File: src/sv/tspc_pkg.sv
// Shared types, constants and the control program of the train speed PI power controller.
`timescale 1ns / 1ps

package tspc_pkg;

    localparam int SPEED_W  = 16;
    localparam int KMH_W    = 8;
    localparam int AUTH_W   = 8;
    localparam int GAIN_W   = 24;
    localparam int PERIOD_W = 16;
    localparam int ERR_W    = 18;
    localparam int ESUM_W   = ERR_W + 1;
    localparam int INT_W    = 40;
    localparam int INT_LO_W = 20;
    localparam int INT_HI_W = INT_W - INT_LO_W;
    localparam int MA_W     = GAIN_W + 1;
    localparam int MB_W     = INT_LO_W + 1;
    localparam int PROD_W   = MA_W + MB_W;
    localparam int ISUM_W   = PROD_W + 1;
    localparam int ACC_W    = 66;
    localparam int PWR_W    = 18;
    localparam int PFULL_W  = ACC_W - 32;
    localparam int CFG_W    = 24;
    localparam int CFG_IDX_W = 2;
    localparam int STEP_W   = 3;

    localparam int POWER_LIMIT = 120000;
    localparam int OUT_MAX = 2 ** (PWR_W - 1) - 1;
    localparam int POS_CLAMP = (POWER_LIMIT > OUT_MAX) ? OUT_MAX : POWER_LIMIT;
    localparam int NEG_CLAMP = (POWER_LIMIT > OUT_MAX + 1) ? -(OUT_MAX + 1) : -POWER_LIMIT;
    localparam logic signed [PWR_W-1:0]   POS_CLAMP_OUT  = PWR_W'(POS_CLAMP);
    localparam logic signed [PWR_W-1:0]   NEG_CLAMP_OUT  = PWR_W'(NEG_CLAMP);
    localparam logic signed [PFULL_W-1:0] POS_CLAMP_FULL = PFULL_W'(POS_CLAMP);
    localparam logic signed [PFULL_W-1:0] NEG_CLAMP_FULL = PFULL_W'(NEG_CLAMP);

    localparam logic [CFG_IDX_W-1:0] CFG_KP     = 2'd0;
    localparam logic [CFG_IDX_W-1:0] CFG_KI     = 2'd1;
    localparam logic [CFG_IDX_W-1:0] CFG_PERIOD = 2'd2;
    localparam logic [CFG_IDX_W-1:0] CFG_TRACK  = 2'd3;

    localparam logic [STEP_W-1:0] STEP_IDLE = 3'd0;
    localparam logic [STEP_W-1:0] STEP_INC  = 3'd1;
    localparam logic [STEP_W-1:0] STEP_UK   = 3'd2;
    localparam logic [STEP_W-1:0] STEP_PROP = 3'd3;
    localparam logic [STEP_W-1:0] STEP_ILO  = 3'd4;
    localparam logic [STEP_W-1:0] STEP_IHI  = 3'd5;
    localparam logic [STEP_W-1:0] STEP_EMIT = 3'd6;
    localparam logic [STEP_W-1:0] STEP_CUT  = 3'd7;

    typedef enum logic [1:0] {MA_PERIOD, MA_KP, MA_KI} mul_a_sel_t;
    typedef enum logic [1:0] {MB_ERRSUM, MB_ERR, MB_UK_LO, MB_UK_HI} mul_b_sel_t;
    typedef enum logic [1:0] {ACC_HOLD, ACC_LOAD_P, ACC_ADD, ACC_ADD_HI} acc_op_t;
    typedef enum logic [1:0] {SEQ_NEXT, SEQ_WAIT_REQ, SEQ_JUMP_CUT, SEQ_WAIT_OUT} seq_op_t;
    typedef enum logic [1:0] {OUT_NONE, OUT_POWER, OUT_CUT} out_op_t;

    typedef struct packed {
        logic              take_req;
        mul_a_sel_t        mul_a;
        mul_b_sel_t        mul_b;
        logic              uk_load;
        acc_op_t           acc_op;
        out_op_t           out_op;
        seq_op_t           seq;
        logic [STEP_W-1:0] target;
    } ucode_t;

    typedef struct packed {
        logic req;
        logic interlock;
        logic out_free;
    } seq_status_t;

    typedef struct packed {
        logic [GAIN_W-1:0]   kp;
        logic [GAIN_W-1:0]   ki;
        logic [PERIOD_W-1:0] period;
        logic                use_track;
    } cfg_t;

    typedef struct packed {
        logic [SPEED_W-1:0] measured_speed;
        logic               service_brake_on;
        logic               emergency_brake_on;
        logic               brake_failed;
        logic [AUTH_W-1:0]  authority_blocks;
        logic [KMH_W-1:0]   speed_limit_kmh;
        logic [KMH_W-1:0]   track_setpoint_kmh;
        logic [KMH_W-1:0]   driver_command_kmh;
    } item_t;

    typedef struct packed {
        logic signed [PWR_W-1:0] power_watts;
        logic                    power_cut;
    } result_t;

    function automatic ucode_t ucode_rom(input logic [STEP_W-1:0] step);
        ucode_t w;
        w.take_req = 1'b0;
        w.mul_a    = MA_PERIOD;
        w.mul_b    = MB_ERRSUM;
        w.uk_load  = 1'b0;
        w.acc_op   = ACC_HOLD;
        w.out_op   = OUT_NONE;
        w.seq      = SEQ_NEXT;
        w.target   = STEP_IDLE;
        case (step)
            STEP_IDLE:
            begin
                w.take_req = 1'b1;
                w.seq      = SEQ_WAIT_REQ;
            end
            STEP_INC:
            begin
                w.seq    = SEQ_JUMP_CUT;
                w.target = STEP_CUT;
            end
            STEP_UK:
            begin
                w.uk_load = 1'b1;
                w.mul_a   = MA_KP;
                w.mul_b   = MB_ERR;
            end
            STEP_PROP:
            begin
                w.acc_op = ACC_LOAD_P;
                w.mul_a  = MA_KI;
                w.mul_b  = MB_UK_LO;
            end
            STEP_ILO:
            begin
                w.acc_op = ACC_ADD;
                w.mul_a  = MA_KI;
                w.mul_b  = MB_UK_HI;
            end
            STEP_IHI:
            begin
                w.acc_op = ACC_ADD_HI;
            end
            STEP_EMIT:
            begin
                w.out_op = OUT_POWER;
                w.seq    = SEQ_WAIT_OUT;
                w.target = STEP_IDLE;
            end
            STEP_CUT:
            begin
                w.out_op = OUT_CUT;
                w.seq    = SEQ_WAIT_OUT;
                w.target = STEP_IDLE;
            end
            default:
            begin
                w.seq    = SEQ_JUMP_CUT;
                w.target = STEP_IDLE;
            end
        endcase
        return w;
    endfunction

endpackage

File: src/sv/tspc_if.sv
// Request channels of the train speed PI power controller: sensor sample and power command.
`timescale 1ns / 1ps

interface tspc_sample_if;
    import tspc_pkg::*;
    logic               valid;
    logic               ready;
    logic [SPEED_W-1:0] measured_speed;
    logic               service_brake_on;
    logic               emergency_brake_on;
    logic               brake_failed;
    logic [AUTH_W-1:0]  authority_blocks;
    logic [KMH_W-1:0]   speed_limit_kmh;
    logic [KMH_W-1:0]   track_setpoint_kmh;
    logic [KMH_W-1:0]   driver_command_kmh;

    modport source (
        output valid, measured_speed, service_brake_on, emergency_brake_on, brake_failed,
               authority_blocks, speed_limit_kmh, track_setpoint_kmh, driver_command_kmh,
        input  ready
    );
    modport sink (
        input  valid, measured_speed, service_brake_on, emergency_brake_on, brake_failed,
               authority_blocks, speed_limit_kmh, track_setpoint_kmh, driver_command_kmh,
        output ready
    );
endinterface

interface tspc_power_if;
    import tspc_pkg::*;
    logic                    valid;
    logic                    ready;
    logic signed [PWR_W-1:0] power_watts;
    logic                    power_cut;

    modport source (output valid, power_watts, power_cut, input ready);
    modport sink (input valid, power_watts, power_cut, output ready);
endinterface

File: src/sv/train_speed_pi_power_controller.sv
// Top level of the train speed PI power controller: configuration registers and channel wiring.
`timescale 1ns / 1ps

// Usage
// Each control tick a request on the sample channel carries the measured speed, the brake
// and failure flags, the movement authority and the three target speeds. For each sample
// exactly one request leaves on the power channel with the traction power in whole watts
// and the power_cut flag. Gains, sample period and target source are written through the
// cfg_we / cfg_index / cfg_data port while no sample is in flight.
// A sample runs through an eight-step control program that drives one shared 25x21
// multiplier for four dependent products (integrator step, proportional term, two halves
// of the integral term). The next sample is taken only once the previous one has left its
// output step. A sample with a brake or authority interlock skips the arithmetic and jumps
// straight to the power-cut step.
// The result sits in an output register, so the next sample is accepted while it waits.
// When the receiver stalls, the program holds at its output step until the register frees.
// Reset clears the configuration, the integrator, the previous error and the output valid.
module train_speed_pi_power_controller (
    input  logic                              clk,
    input  logic                              rst_n,
    input  logic                              cfg_we,
    input  logic [tspc_pkg::CFG_IDX_W-1:0]    cfg_index,
    input  logic [tspc_pkg::CFG_W-1:0]        cfg_data,
    tspc_sample_if.sink                       sample,
    tspc_power_if.source                      power
);
    import tspc_pkg::*;

    cfg_t        cfg_reg;
    ucode_t      ctrl;
    seq_status_t status;
    item_t       item;
    result_t     result;
    logic        load_item;
    logic        out_valid;

    always_ff @(posedge clk or negedge rst_n)
    begin
        if (!rst_n)
        begin
            cfg_reg <= '0;
        end
        else if (cfg_we)
        begin
            case (cfg_index)
                CFG_KP:     cfg_reg.kp        <= cfg_data[GAIN_W-1:0];
                CFG_KI:     cfg_reg.ki        <= cfg_data[GAIN_W-1:0];
                CFG_PERIOD: cfg_reg.period    <= cfg_data[PERIOD_W-1:0];
                CFG_TRACK:  cfg_reg.use_track <= cfg_data[0];
                default:    cfg_reg <= cfg_reg;
            endcase
        end
    end

    assign item.measured_speed     = sample.measured_speed;
    assign item.service_brake_on   = sample.service_brake_on;
    assign item.emergency_brake_on = sample.emergency_brake_on;
    assign item.brake_failed       = sample.brake_failed;
    assign item.authority_blocks   = sample.authority_blocks;
    assign item.speed_limit_kmh    = sample.speed_limit_kmh;
    assign item.track_setpoint_kmh = sample.track_setpoint_kmh;
    assign item.driver_command_kmh = sample.driver_command_kmh;

    assign sample.ready = ctrl.take_req;
    assign load_item    = sample.valid && ctrl.take_req;

    tspc_sequencer u_seq (
        .clk    (clk),
        .rst_n  (rst_n),
        .status (status),
        .ctrl   (ctrl)
    );

    tspc_datapath u_dp (
        .clk       (clk),
        .rst_n     (rst_n),
        .cfg       (cfg_reg),
        .ctrl      (ctrl),
        .load_item (load_item),
        .item      (item),
        .out_ready (power.ready),
        .status    (status),
        .out_valid (out_valid),
        .result    (result)
    );

    assign power.valid       = out_valid;
    assign power.power_watts = result.power_watts;
    assign power.power_cut   = result.power_cut;

endmodule

File: src/sv/tspc_sequencer.sv
// Step counter and control program store that sequence one control tick.
`timescale 1ns / 1ps

module tspc_sequencer (
    input  logic                 clk,
    input  logic                 rst_n,
    input  tspc_pkg::seq_status_t status,
    output tspc_pkg::ucode_t     ctrl
);
    import tspc_pkg::*;

    logic [STEP_W-1:0] step_reg;
    logic [STEP_W-1:0] step_next;
    logic [STEP_W-1:0] step_inc;

    assign ctrl     = ucode_rom(step_reg);
    assign step_inc = STEP_W'(step_reg + 1'b1);

    always_comb
    begin
        case (ctrl.seq)
            SEQ_NEXT:     step_next = step_inc;
            SEQ_WAIT_REQ: step_next = status.req ? step_inc : step_reg;
            SEQ_JUMP_CUT: step_next = status.interlock ? ctrl.target : step_inc;
            SEQ_WAIT_OUT: step_next = status.out_free ? ctrl.target : step_reg;
            default:      step_next = STEP_IDLE;
        endcase
    end

    always_ff @(posedge clk or negedge rst_n)
    begin
        if (!rst_n)
        begin
            step_reg <= STEP_IDLE;
        end
        else
        begin
            step_reg <= step_next;
        end
    end

endmodule

File: src/sv/tspc_datapath.sv
// Datapath: sample latch, error, shared multiplier, integrator, accumulator and result register.
`timescale 1ns / 1ps

module tspc_datapath (
    input  logic                  clk,
    input  logic                  rst_n,
    input  tspc_pkg::cfg_t        cfg,
    input  tspc_pkg::ucode_t      ctrl,
    input  logic                  load_item,
    input  tspc_pkg::item_t       item,
    input  logic                  out_ready,
    output tspc_pkg::seq_status_t status,
    output logic                  out_valid,
    output tspc_pkg::result_t     result
);
    import tspc_pkg::*;

    item_t                      item_reg;
    logic signed [INT_W-1:0]    integral_reg;
    logic signed [ERR_W-1:0]    prev_err_reg;
    logic signed [PROD_W-1:0]   prod_reg;
    logic signed [INT_W-1:0]    uk_reg;
    logic signed [INT_W-1:0]    uk_next;
    logic signed [ACC_W-1:0]    acc_reg;
    logic signed [ACC_W-1:0]    acc_next;
    logic                       out_valid_reg;
    result_t                    result_reg;

    logic                       interlock;
    logic                       over_limit;
    logic [SPEED_W-1:0]         limit_speed;
    logic [SPEED_W-1:0]         target;
    logic signed [ERR_W-1:0]    err;
    logic signed [ESUM_W-1:0]   err_sum;
    logic signed [MA_W-1:0]     mul_a;
    logic signed [MB_W-1:0]     mul_b;
    logic signed [PROD_W-1:0]   prod_next;
    logic signed [PROD_W-1:0]   inc;
    logic signed [ISUM_W-1:0]   int_sum;
    logic signed [PFULL_W-1:0]  power_full;
    logic signed [PWR_W-1:0]    power_clamped;
    logic                       out_free;
    logic                       emit;

    assign interlock = item_reg.service_brake_on | item_reg.emergency_brake_on
                     | item_reg.brake_failed | (item_reg.authority_blocks == '0);

    assign limit_speed = {item_reg.speed_limit_kmh, 8'h00};
    assign over_limit  = item_reg.measured_speed > limit_speed;

    always_comb
    begin
        if (over_limit)
        begin
            target = limit_speed;
        end
        else if (cfg.use_track)
        begin
            target = {item_reg.track_setpoint_kmh, 8'h00};
        end
        else
        begin
            target = {item_reg.driver_command_kmh, 8'h00};
        end
    end

    assign err     = $signed({2'b00, target}) - $signed({2'b00, item_reg.measured_speed});
    assign err_sum = ESUM_W'(err) + ESUM_W'(prev_err_reg);

    always_comb
    begin
        case (ctrl.mul_a)
            MA_PERIOD: mul_a = $signed({{(MA_W - PERIOD_W){1'b0}}, cfg.period});
            MA_KP:     mul_a = $signed({1'b0, cfg.kp});
            MA_KI:     mul_a = $signed({1'b0, cfg.ki});
            default:   mul_a = '0;
        endcase
    end

    always_comb
    begin
        case (ctrl.mul_b)
            MB_ERRSUM: mul_b = MB_W'(err_sum);
            MB_ERR:    mul_b = MB_W'(err);
            MB_UK_LO:  mul_b = $signed({1'b0, uk_reg[INT_LO_W-1:0]});
            MB_UK_HI:  mul_b = MB_W'($signed(uk_reg[INT_W-1:INT_LO_W]));
            default:   mul_b = '0;
        endcase
    end

    assign prod_next = mul_a * mul_b;

    // The integrator step is halved with floor rounding, then added and saturated.
    assign inc     = prod_reg >>> 1;
    assign int_sum = ISUM_W'(integral_reg) + ISUM_W'(inc);

    always_comb
    begin
        if (int_sum[ISUM_W-1:INT_W-1] == '0 || int_sum[ISUM_W-1:INT_W-1] == '1)
        begin
            uk_next = int_sum[INT_W-1:0];
        end
        else if (int_sum[ISUM_W-1])
        begin
            uk_next = {1'b1, {(INT_W - 1){1'b0}}};
        end
        else
        begin
            uk_next = {1'b0, {(INT_W - 1){1'b1}}};
        end
    end

    // The accumulator holds kp*e*2^16 + ki*u, so its upper bits are the power in watts.
    always_comb
    begin
        case (ctrl.acc_op)
            ACC_HOLD:   acc_next = acc_reg;
            ACC_LOAD_P: acc_next = ACC_W'(prod_reg) <<< 16;
            ACC_ADD:    acc_next = acc_reg + ACC_W'(prod_reg);
            ACC_ADD_HI: acc_next = acc_reg + {prod_reg, {INT_LO_W{1'b0}}};
            default:    acc_next = acc_reg;
        endcase
    end

    assign power_full = acc_reg[ACC_W-1:32];

    always_comb
    begin
        if (power_full > POS_CLAMP_FULL)
        begin
            power_clamped = POS_CLAMP_OUT;
        end
        else if (power_full < NEG_CLAMP_FULL)
        begin
            power_clamped = NEG_CLAMP_OUT;
        end
        else
        begin
            power_clamped = power_full[PWR_W-1:0];
        end
    end

    assign out_free = !out_valid_reg || out_ready;
    assign emit     = (ctrl.out_op != OUT_NONE) && out_free;

    always_ff @(posedge clk or negedge rst_n)
    begin
        if (!rst_n)
        begin
            integral_reg  <= '0;
            prev_err_reg  <= '0;
            out_valid_reg <= 1'b0;
        end
        else
        begin
            if (emit)
            begin
                out_valid_reg <= 1'b1;
            end
            else if (out_ready)
            begin
                out_valid_reg <= 1'b0;
            end
            if (emit && ctrl.out_op == OUT_POWER)
            begin
                integral_reg <= uk_reg;
                prev_err_reg <= err;
            end
        end
    end

    always_ff @(posedge clk)
    begin
        if (load_item)
        begin
            item_reg <= item;
        end
        prod_reg <= prod_next;
        acc_reg  <= acc_next;
        if (ctrl.uk_load)
        begin
            uk_reg <= uk_next;
        end
        if (emit)
        begin
            if (ctrl.out_op == OUT_CUT)
            begin
                result_reg.power_watts <= '0;
                result_reg.power_cut   <= 1'b1;
            end
            else
            begin
                result_reg.power_watts <= power_clamped;
                result_reg.power_cut   <= 1'b0;
            end
        end
    end

    assign status.req       = load_item;
    assign status.interlock = interlock;
    assign status.out_free  = out_free;
    assign out_valid        = out_valid_reg;
    assign result           = result_reg;

endmodule

File: src/flat_wrapper.sv
// flat-port wrapper written by rule: the top's interface ports become plain ports
module train_speed_pi_power_controller_flat import tspc_pkg::*;
  (clk, rst_n, cfg_we, cfg_index, cfg_data, sample_valid, sample_measured_speed, sample_service_brake_on, sample_emergency_brake_on, sample_brake_failed, sample_authority_blocks, sample_speed_limit_kmh, sample_track_setpoint_kmh, sample_driver_command_kmh, sample_ready, power_valid, power_power_watts, power_power_cut, power_ready);
  tspc_sample_if sample_i ();
  tspc_power_if power_i ();
  input  logic clk;
  input  logic rst_n;
  input  logic cfg_we;
  input  logic [tspc_pkg::CFG_IDX_W-1:0] cfg_index;
  input  logic [tspc_pkg::CFG_W-1:0] cfg_data;
  input wire logic [$bits(sample_i.valid)-1:0] sample_valid;
  input wire logic [$bits(sample_i.measured_speed)-1:0] sample_measured_speed;
  input wire logic [$bits(sample_i.service_brake_on)-1:0] sample_service_brake_on;
  input wire logic [$bits(sample_i.emergency_brake_on)-1:0] sample_emergency_brake_on;
  input wire logic [$bits(sample_i.brake_failed)-1:0] sample_brake_failed;
  input wire logic [$bits(sample_i.authority_blocks)-1:0] sample_authority_blocks;
  input wire logic [$bits(sample_i.speed_limit_kmh)-1:0] sample_speed_limit_kmh;
  input wire logic [$bits(sample_i.track_setpoint_kmh)-1:0] sample_track_setpoint_kmh;
  input wire logic [$bits(sample_i.driver_command_kmh)-1:0] sample_driver_command_kmh;
  output wire logic [$bits(sample_i.ready)-1:0] sample_ready;
  output wire logic [$bits(power_i.valid)-1:0] power_valid;
  output wire logic [$bits(power_i.power_watts)-1:0] power_power_watts;
  output wire logic [$bits(power_i.power_cut)-1:0] power_power_cut;
  input wire logic [$bits(power_i.ready)-1:0] power_ready;
  assign sample_i.valid = sample_valid;
  assign sample_i.measured_speed = sample_measured_speed;
  assign sample_i.service_brake_on = sample_service_brake_on;
  assign sample_i.emergency_brake_on = sample_emergency_brake_on;
  assign sample_i.brake_failed = sample_brake_failed;
  assign sample_i.authority_blocks = sample_authority_blocks;
  assign sample_i.speed_limit_kmh = sample_speed_limit_kmh;
  assign sample_i.track_setpoint_kmh = sample_track_setpoint_kmh;
  assign sample_i.driver_command_kmh = sample_driver_command_kmh;
  assign sample_ready = sample_i.ready;
  assign power_valid = power_i.valid;
  assign power_power_watts = power_i.power_watts;
  assign power_power_cut = power_i.power_cut;
  assign power_i.ready = power_ready;
  train_speed_pi_power_controller u_core (.clk(clk), .rst_n(rst_n), .cfg_we(cfg_we), .cfg_index(cfg_index), .cfg_data(cfg_data), .sample(sample_i), .power(power_i));
endmodule
File: config.mk
export PLATFORM = sky130hd
export DESIGN_NAME = train_speed_pi_power_controller_flat
export DESIGN_NICKNAME = d
export VERILOG_FILES = /design/src/sv/tspc_pkg.sv /design/src/sv/tspc_if.sv /design/src/sv/train_speed_pi_power_controller.sv /design/src/sv/tspc_sequencer.sv /design/src/sv/tspc_datapath.sv /design/src/flat_wrapper.sv
export SDC_FILE = /design/constraint.sdc
export NUM_CORES = 2
export LEC_CHECK = 0
export ABC_AREA = 0
export ABC_CLOCK_PERIOD_IN_PS = 29500
export BUFFER_PORTS_ARGS = -buffer_cell sky130_fd_sc_hd__buf_2
export CAP_MARGIN = 20
export CORE_MARGIN = 2
export CORE_UTILIZATION = 55
export DETAILED_ROUTE_END_ITERATION = 10
export PLACE_DENSITY_LB_ADDON = 0.3
export SYNTH_ARGS = -nofsm -noshare
export SYNTH_HDL_FRONTEND = slang
export SYNTH_SLANG_ARGS = --single-unit
File: constraint.sdc
create_clock -name clk -period 29.5 [get_ports clk]
set_clock_uncertainty 0.1 [all_clocks]
set_input_delay 2.95 -clock clk [delete_from_list [all_inputs] [get_ports clk]]
set_output_delay 2.95 -clock clk [all_outputs]
set_load 0.05 [all_outputs]
==> impl_results.md <==
- Mapped Avg Cell Area: 9.17 µm²
- Area leader, netlist: fa_1
- Kind of critical path: reg -> reg
- Drt via density: a little over 6
- Top-count cell post-synth: inv_1
- Synth Warn #: 0
- Placed insts: 5352
- Die X: ~280 µm
- Post-CTS Setup Repair Bufs: 0
- Cts hold-fix bufs: 0
- CTS root buffer: clkbuf_16
- Layout Nets: 5323
- Fillers: 6361
- CP max stage delay: ~0.54 ns
- Post-synth EDFFs: 176
- Final setup violation count: 0
- Detail Route Antenna Nets: 0
- Max FFs per register: 66
- Avg WL per Cell: 21.3 µm
- # diodes: 0
- Met2 Resource Use GR: 49.3%
- Cts bufs inserted: 41
- Vias: 33125
- Final worst slack: 16.71 ns
- Fmax: 0.0782 GHz
- Pre-CTS worst setup slack: 16.56 ns
- Gpl congestion: 0.984
- Final Hold Viols: 0
- 1st-iter DRT viols: 3087
- Row count: 99
- M3 GR Usage: 5.40%
- CTS tree: yes
- DP Wirelength: 89400 µm
- Port Buf Inserts: 102
- Gr usage total: between 30% and 40%
- Top cell by count, worst path: fa_1
- Slew Limit Fails: 0
- Syn nets: 5332
- Critical path's slowest cell: a21oi_1
- Class of the worst hold path: reg -> reg
- Worst-margin pin slew: between 1 and 1.5 ns
- Critical Path AT: 13.14 ns
- Clock-pin slew of the registers on the worst-case setup and hold paths: 0.06 ns
- Initial antenna violation count: 0
- Largest net degree at the start of global routing: 80
- Remaining global-route overflow: 0
- Area growth, synth to finish: 6.72%
- Max-Cap Viols: 0
- Final non-filler cell total: between 5000 and 6000
- Hold slack final: about 0.40 ns
- CP bufs+invs: 4
- Startpoint types: register
- Core footprint: 0.0732 mm²
- Post-synth top cells: inv_1 (563), nand2_1 (554), fa_1 (420)
- Status: complete, no violations
- Share of layout cells above drive strength 1: 8.77%
- Vias in the first global route: 33156
- Asr flop ratio synth: 36.2%
- H-tree depth: 2
- Synthesized area: 0.0407 mm²
- Met1 usage: 40.8%
- Synth Register Bits: between 300 and 400
- GRT Max-Usage Layer: met2
- CP top delay family: compound AO/OA/AOI/OAI gates
- First-pass GRT wire length: between 150000 and 200000 µm
- I/O Pins: about 100
- Worst path required time: 29.85 ns
- Detailed-route DRC error count: 0
- Top FF cell, synth: edfxtp_1
- Period utilization: 43.4%
- Die H: 276 µm
- RSZ-0062 raised after global routing: false
- Post-Route WL: 116000 µm
- Worst skew pair latency: 0.59 ns
- TNS Setup: 0 ns
- Initial core utilization: a little under three fifths
- Post-synth cell types: 95
- Cells after Synth: roughly 4400
- Crit-path max FO: 15
- Post-CTS resize count: 0
- Seq/Total Area, Yosys: between 20 and 25%
- TritonCTS Sinks: 348
- Die area: around 0.076 mm²
- Top cells by area, synth: fa_1 (21%), edfxtp_1 (13%), ha_1 (12%)
- CTS Buffer Depth: 3
- Slew headroom: between 20% and 30%
- TritonRoute pass-1 iters: 5
- Final Critical Period: 12.79 ns
- Setup crit end kind: register
- Yosys top cell area share: 20.6%
## cells in the final DEF, fill, tap and decap left out, types with 12 or more instances in the layout
master / count
o21a_1: 35
nand2b_1: 24
and3_1: 28
o221ai_1: 12
a221o_1: 15
nand4_1: 58
nand3_1: 52
or3_1: 25
xor2_1: 76
a221oi_1: 32
a21oi_1: 256
nor2_1: 289
a22o_1: 13
nor2b_1: 27
a22oi_1: 34
buf_4: 45
mux2i_1: 20
nand2_1: 554
a31oi_1: 32
inv_1: 562
buf_2: 101
dfxtp_1: 46
o21bai_1: 42
o21ai_0: 136
o211ai_1: 17
and2_1: 57
o31ai_1: 20
fa_1: 420
nor4_1: 14
mux2_2: 123
dfrtp_1: 126
a21o_1: 144
xnor2_1: 114
ha_1: 384
nor3_1: 66
o21ai_1: 16
a211oi_1: 20
or2_2: 13
edfxtp_1: 176
clkbuf_16: 41
## layer usage
layer,wire (µm),vias to the layer above,part of all wire [%]
met4,4520,0,3.9
met2,52500,1391,45
li1,-,15168,-
met3,10100,282,8.8
met1,48500,16284,42
met5,0,-,0
## cell families after synthesis
logic type	count (synthesis)	synth area share, %
fa+ha+maj	804	32.4
buf+inv	764	7.15
simple gates	1250	13.8
xor+xnor	191	4.12
flops	348	23.0
compound gates	946	15.6
mux	143	3.89
## metrics by stage
step           cell area [µm²]  util (%)
6_report                 43500      59.4
5_1_grt                  43500      59.4
4_1_cts                  43500      59.4
3_5_place_dp             42100      57.5
3_3_place_gp             42100      57.5
2_1_floorplan            40700         -
## path summary, 6_finish.rpt
check | slack (ns) | end | startpoint | cells after the start
max | 16.71 | u_core.u_dp.prod_reg[45] | u_core.u_dp.item_reg[44] | 49
min | 0.40 | u_core.cfg_reg[4] | u_core.cfg_reg[4] | 1
max reg2reg | 16.71 | u_core.u_dp.prod_reg[45] | u_core.u_dp.item_reg[44] | 49
min reg2reg | 0.40 | u_core.cfg_reg[4] | u_core.cfg_reg[4] | 1
max in group asynchronous | 25.69 | u_core.u_dp.integral_reg[39] | rst_n | 2
min in group asynchronous | 2.30 | u_core.cfg_reg[38] | rst_n | 1
## cell type report
class / instances / area, µm² / area share, %
Timing Repair Buffer: 147 / 855 / 1.97
Multi-Input combinational cell: 3334 / 28600 / 65.7
Sequential cell: 348 / 9360 / 21.5
Tap cell: 959 / 1200 / 2.76
Clock buffer: 56 / 1130 / 2.60
Clock inverter: 19 / 241 / 0.555
Inverter: 565 / 2120 / 4.88
Power is not shown: default switching activity piles up to over one toggle a cycle in this logic, so the estimate is an artifact.
